--- src/rtl/tdpt_pkg.sv ---
// Shared widths, constants and controller/datapath interface types for the prime tester.
package tdpt_pkg;

  // Width of the candidate port and of the internal datapath
  localparam int CAND_W     = 32;
  localparam int VALUE_BITS = 32;
  // Square of the trial divisor needs one bit of headroom over the value
  localparam int SQ_W       = VALUE_BITS + 1;
  // Step counter for the bit-serial remainder
  localparam int CNT_W      = (VALUE_BITS > 2) ? $clog2(VALUE_BITS) : 1;

  // Fixed numbers of the test
  localparam logic [VALUE_BITS-1:0] SMALLEST_PRIME = VALUE_BITS'(2);
  localparam logic [VALUE_BITS-1:0] FIRST_DIVISOR  = VALUE_BITS'(3);
  localparam logic [SQ_W-1:0]       FIRST_SQUARE   = SQ_W'(9);
  localparam logic [VALUE_BITS-1:0] DIVISOR_STEP   = VALUE_BITS'(2);
  localparam logic [CNT_W-1:0]      LAST_STEP      = CNT_W'(VALUE_BITS - 1);

  // Controller states
  typedef enum logic [2:0] {
    ST_IDLE,
    ST_CLASSIFY,
    ST_BOUND,
    ST_DIVIDE,
    ST_TEST
  } state_t;

  // Commands from controller to datapath
  typedef struct packed {
    logic load;       // capture the candidate
    logic first_div;  // divisor := 3, square := 9
    logic div_init;   // clear remainder, load dividend shifter
    logic div_step;   // one restoring remainder step
    logic next_div;   // divisor += 2, square updated
  } dp_cmd_t;

  // Status from datapath to controller
  typedef struct packed {
    logic below_two;
    logic is_two;
    logic even;
    logic sq_over;    // divisor squared exceeds the value
    logic div_last;   // current step is the last remainder step
    logic rem_zero;
  } dp_stat_t;

endpackage

--- src/rtl/tdpt_ctrl.sv ---
// Controller: sequences classification, bound check and remainder runs, and drives the result.
module tdpt_ctrl (
  input  logic               clk,
  input  logic               rst,
  input  logic               start,
  input  tdpt_pkg::dp_stat_t stat,
  output tdpt_pkg::dp_cmd_t  cmd,
  output logic               busy,
  output logic               done,
  output logic               is_prime
);
  import tdpt_pkg::*;

  state_t state, state_next;
  logic   done_next;
  logic   prime_next;

  // State and result registers
  always_ff @(posedge clk) begin
    if (rst) begin
      state    <= ST_IDLE;
      done     <= 1'b0;
      is_prime <= 1'b0;
    end else begin
      state    <= state_next;
      done     <= done_next;
      is_prime <= prime_next;
    end
  end

  assign busy = state != ST_IDLE;

  // Next state and datapath commands
  always_comb begin
    state_next = state;
    cmd        = '0;
    done_next  = 1'b0;
    prime_next = is_prime;
    case (state)
      ST_IDLE: begin
        if (start) begin
          cmd.load   = 1'b1;
          state_next = ST_CLASSIFY;
        end
      end
      ST_CLASSIFY: begin
        // zero, one and even numbers other than two are settled at once
        if (stat.below_two || (stat.even && !stat.is_two)) begin
          done_next  = 1'b1;
          prime_next = 1'b0;
          state_next = ST_IDLE;
        end else if (stat.is_two) begin
          done_next  = 1'b1;
          prime_next = 1'b1;
          state_next = ST_IDLE;
        end else begin
          cmd.first_div = 1'b1;
          state_next    = ST_BOUND;
        end
      end
      ST_BOUND: begin
        // no divisor left below the square root: prime
        if (stat.sq_over) begin
          done_next  = 1'b1;
          prime_next = 1'b1;
          state_next = ST_IDLE;
        end else begin
          cmd.div_init = 1'b1;
          state_next   = ST_DIVIDE;
        end
      end
      ST_DIVIDE: begin
        cmd.div_step = 1'b1;
        if (stat.div_last) begin
          state_next = ST_TEST;
        end
      end
      ST_TEST: begin
        if (stat.rem_zero) begin
          done_next  = 1'b1;
          prime_next = 1'b0;
          state_next = ST_IDLE;
        end else begin
          cmd.next_div = 1'b1;
          state_next   = ST_BOUND;
        end
      end
      default: begin
        state_next = ST_IDLE;
      end
    endcase
  end

endmodule

--- config.mk ---
export PLATFORM = sky130hd
export DESIGN_NAME = tdpt_ctrl
export DESIGN_NICKNAME = d
export VERILOG_FILES = /design/src/rtl/tdpt_pkg.sv /design/src/rtl/tdpt_ctrl.sv
export SDC_FILE = /design/constraint.sdc
export NUM_CORES = 1
export LEC_CHECK = 0
export ABC_AREA = 1
export BUFFER_PORTS_ARGS = -buffer_cell sky130_fd_sc_hd__buf_2
export CORE_AREA = 5 5 42 44
export DETAILED_ROUTE_END_ITERATION = 10
export DIE_AREA = 0 0 47 49
export HOLD_SLACK_MARGIN = 0.06
export MAX_ROUTING_LAYER = met4
export PLACE_DENSITY = 0.51
export SYNTH_ARGS = -nofsm -noshare
export SYNTH_HDL_FRONTEND = slang
export SYNTH_SLANG_ARGS = --single-unit
--- constraint.sdc ---
create_clock -name clk -period 1.1 [get_ports clk]
set_input_delay 0.11 -clock clk [delete_from_list [all_inputs] [get_ports clk]]
set_output_delay 0.11 -clock clk [all_outputs]
set_load 0.05 [all_outputs]
==> results by group <==
Global routing
  – Initial antenna violation count: 0
  – GRT Total Usage: 0.106
  – Overflow after GRT: 0
  – Number of global-route vias before repair: ~440
  – Largest net degree at the start of global routing: 8
  – First-pass GRT wire length: roughly 1800 microns

Place
  – Routability cong.: 0.706
  – Post-Place Cell Area: ~550 sq um
  – IO buf count: 16
  – DP Wirelength: 762 microns

Die
  – Die Ht: 49 microns
  – IO Pins: 17
  – Die Width: 47 microns
  – Die area: 0.00230 sq mm
  – Core Area: 0.00140 sq mm
  – FP Rows: 14
  – Initial Utilization: 0.257

Logic synthesis
  – Commonest cells in the netlist: inv_1 (15), nand2_1 (9), nor2_1 (7), nand3_1 (6), dfxtp_1 (5)
  – Mapped Nets: 68
  – Primary FF master, synth: dfxtp_1
  – Area leader, netlist: dfxtp_1
  – Register bit count reported by yosys: 5
  – Post-Syn Area per Cell: between 6 and 7 sq um
  – Mapped Area: 360 sq um
  – Cell with the most instances after synthesis: inv_1
  – Synth cell types: 16
  – Yosys top cell area share: 0.278
  – Number of flops mapped to enable cells by yosys: 0
  – Register area share after synthesis: 0.278
  – Share of synthesized registers carrying an async set or reset: 0
  – Synth area leaders: dfxtp_1 (28%), inv_1 (16%), nand2_1 (9.4%)
  – Synth Instances: 59
  – Yosys warnings: 0

STA
  – Fin crit share: 1.13
  – Final Setup Violations: 7
  – Final Skew: 0.311 ps
  – Worst Slack Setup Final: -143 ps
  – Rel. slew slack: 0.791
  – Tmin final: 1240 ps
  – Slew of the pin with the lowest slew margin: 312 ps
  – Final hold viol count: 0
  – RSZ-0062 raised after global routing: yes
  – Fmax: 804 MHz
  – Pins over their slew limit: 0

Critical path
  – Internal reg-to-reg setup slack: -60 ps
  – Critical path peak fanout: 5
  – Critical path data arrival time: between 1000 and 1500 ps
  – CP Launch Type: flip-flop
  – Critical path class: reg2out
  – CP endpoint kind: primary output
  – Required @ worst endpoint: slightly below 1000 ps

Route
  – Via-to-Cell Ratio: 4.43
  – DR iter-0 viols: 3
  – DR vias: 487
  – DRT Pass-1 Iters: 3
  – WL final: 1110 microns
  – Drc violations: 0
  – ANT nets after route: 0
  – Wirelength per Cell: 10.1 microns

Job
  – MaxCap Viol Count: 0

Clocking
  – Clk sinks: 5
  – CTS root buf: clkbuf_4
  – CTS Buf Count: 3
  – CTS Buffer Depth: 2
  – Skew-Pair Late Insertion Delay: 240 ps
  – H-tree levels: 1
  – CTS tree: yes
  – Clock-pin slew on the worst setup and hold paths: around 40 ps

Status
  – Failing checks: setup timing
  – Run status: complete, but fails checks

Final layout
  – Diode count: 0
  – Final Cell Area: 731 sq um
  – Layout Utilization: 0.521
  – Net count, final: around 100
  – Layout cell share with drive strength beyond 1: 0.596
  – Area growth from synthesis to layout: 103%

Power and ir drop
  – Leakage: 0.413 nW
  – Pwr Density: 890 mW/mm^2
  – Maximum VDD drop: ~0.00066 V

Worst hold path
  – Worst hold path class: in2reg
-- cell usage in the layout (no fill, tap or decap), types with 2 or more instances in the layout --
master,count
buf_2,10
buf_4,14
buf_6,3
buf_8,4
clkbuf_4,3
dfxtp_1,2
dfxtp_4,2
inv_1,13
inv_2,2
nand2_1,5
nand2_2,3
nand2_4,2
nand3_1,3
nand3_2,4
nand4_1,3
nor2_1,5
nor2_4,4
nor3_1,2
-- metal layers --
| layer | vias to the layer above | track usage | wire, microns |
|---|---|---|---|
| li1 | 252 | - | - |
| met1 | 218 | 0.138 | 467 |
| met2 | 17 | 0.156 | 570 |
| met3 | 0 | 0.0443 | 73 |
| met4 | 0 | 0.0138 | 0 |
| met5 | - | - | 0 |
-- critical path, stage by stage, from the launching register on --
cell,delay (ps)
dfxtp_4,370
nand2_2,70
nor2_4,120
nand2_2,90
clkinvlp_4,100
buf_8,140
-- metrics by stage --
step	TNS (ps)	setup WS, ps	std cells	power (mW)	hold slack [ps]
3_3_place_gp	-29.1	-29.1	98	0.382	277
4_1_cts	-603	-138	107	0.626	117
6_report	-611	-143	110	0.651	127
5_1_grt	-1270	-215	110	0.695	122
2_1_floorplan	-74.4	-33.1	59	0.327	175
3_5_place_dp	-33.8	-33.8	98	0.383	277
-- cell families (layout without fill, tap and decap cells) --
kind of cell | Yosys count | count (layout) | share of synthesized area
compound gates | 3 | 3 | 0.0417
buf+inv | 17 | 52 | 0.198
flops | 5 | 5 | 0.278
simple gates | 34 | 34 | 0.483
-- state kept, by name, summed over array words and instances, names as in the netlist --
register,flops
done,1
is_prime,1
state,3
-- where the power goes --
| part | internal, mW | switching [mW] | total [mW] | leakage [nW] |
|---|---|---|---|---|
| Combinational | 0.110 | 0.133 | 0.243 | 0.355 |
| Sequential | 0.190 | 0.0106 | 0.201 | 0.0428 |
| Clock | 0.137 | 0.0697 | 0.206 | 0.0150 |
| Total | 0.438 | 0.213 | 0.651 | 0.413 |
-- area by class of cell --
class	count	area, sq um
clock buffers	4	26.3
inverters	16	63.8
flip-flops and latches	5	109
repair buffers	32	259
well taps	16	20.0
multi-input cells	37	253
fillers	149	671
-- timing repair --
action | 4_1_cts | 5_1_grt
hold buffers | 1 | 0
endpoints found under the setup margin | 6 | 9
pin swaps | 5 | 5
resized for setup | 20 | 8
setup buffers | 4 | 3
hold endpoints to repair | 1 | 0
-- path summary, 6_finish.rpt --
check | cells after the start | from | end
max reg2reg | 8 | state[1] | is_prime
min | 3 | stat[1] | state[2]
max | 5 | state[0] | cmd[3]
min reg2reg | 4 | is_prime | is_prime
(Power assumes the default switching activity.)
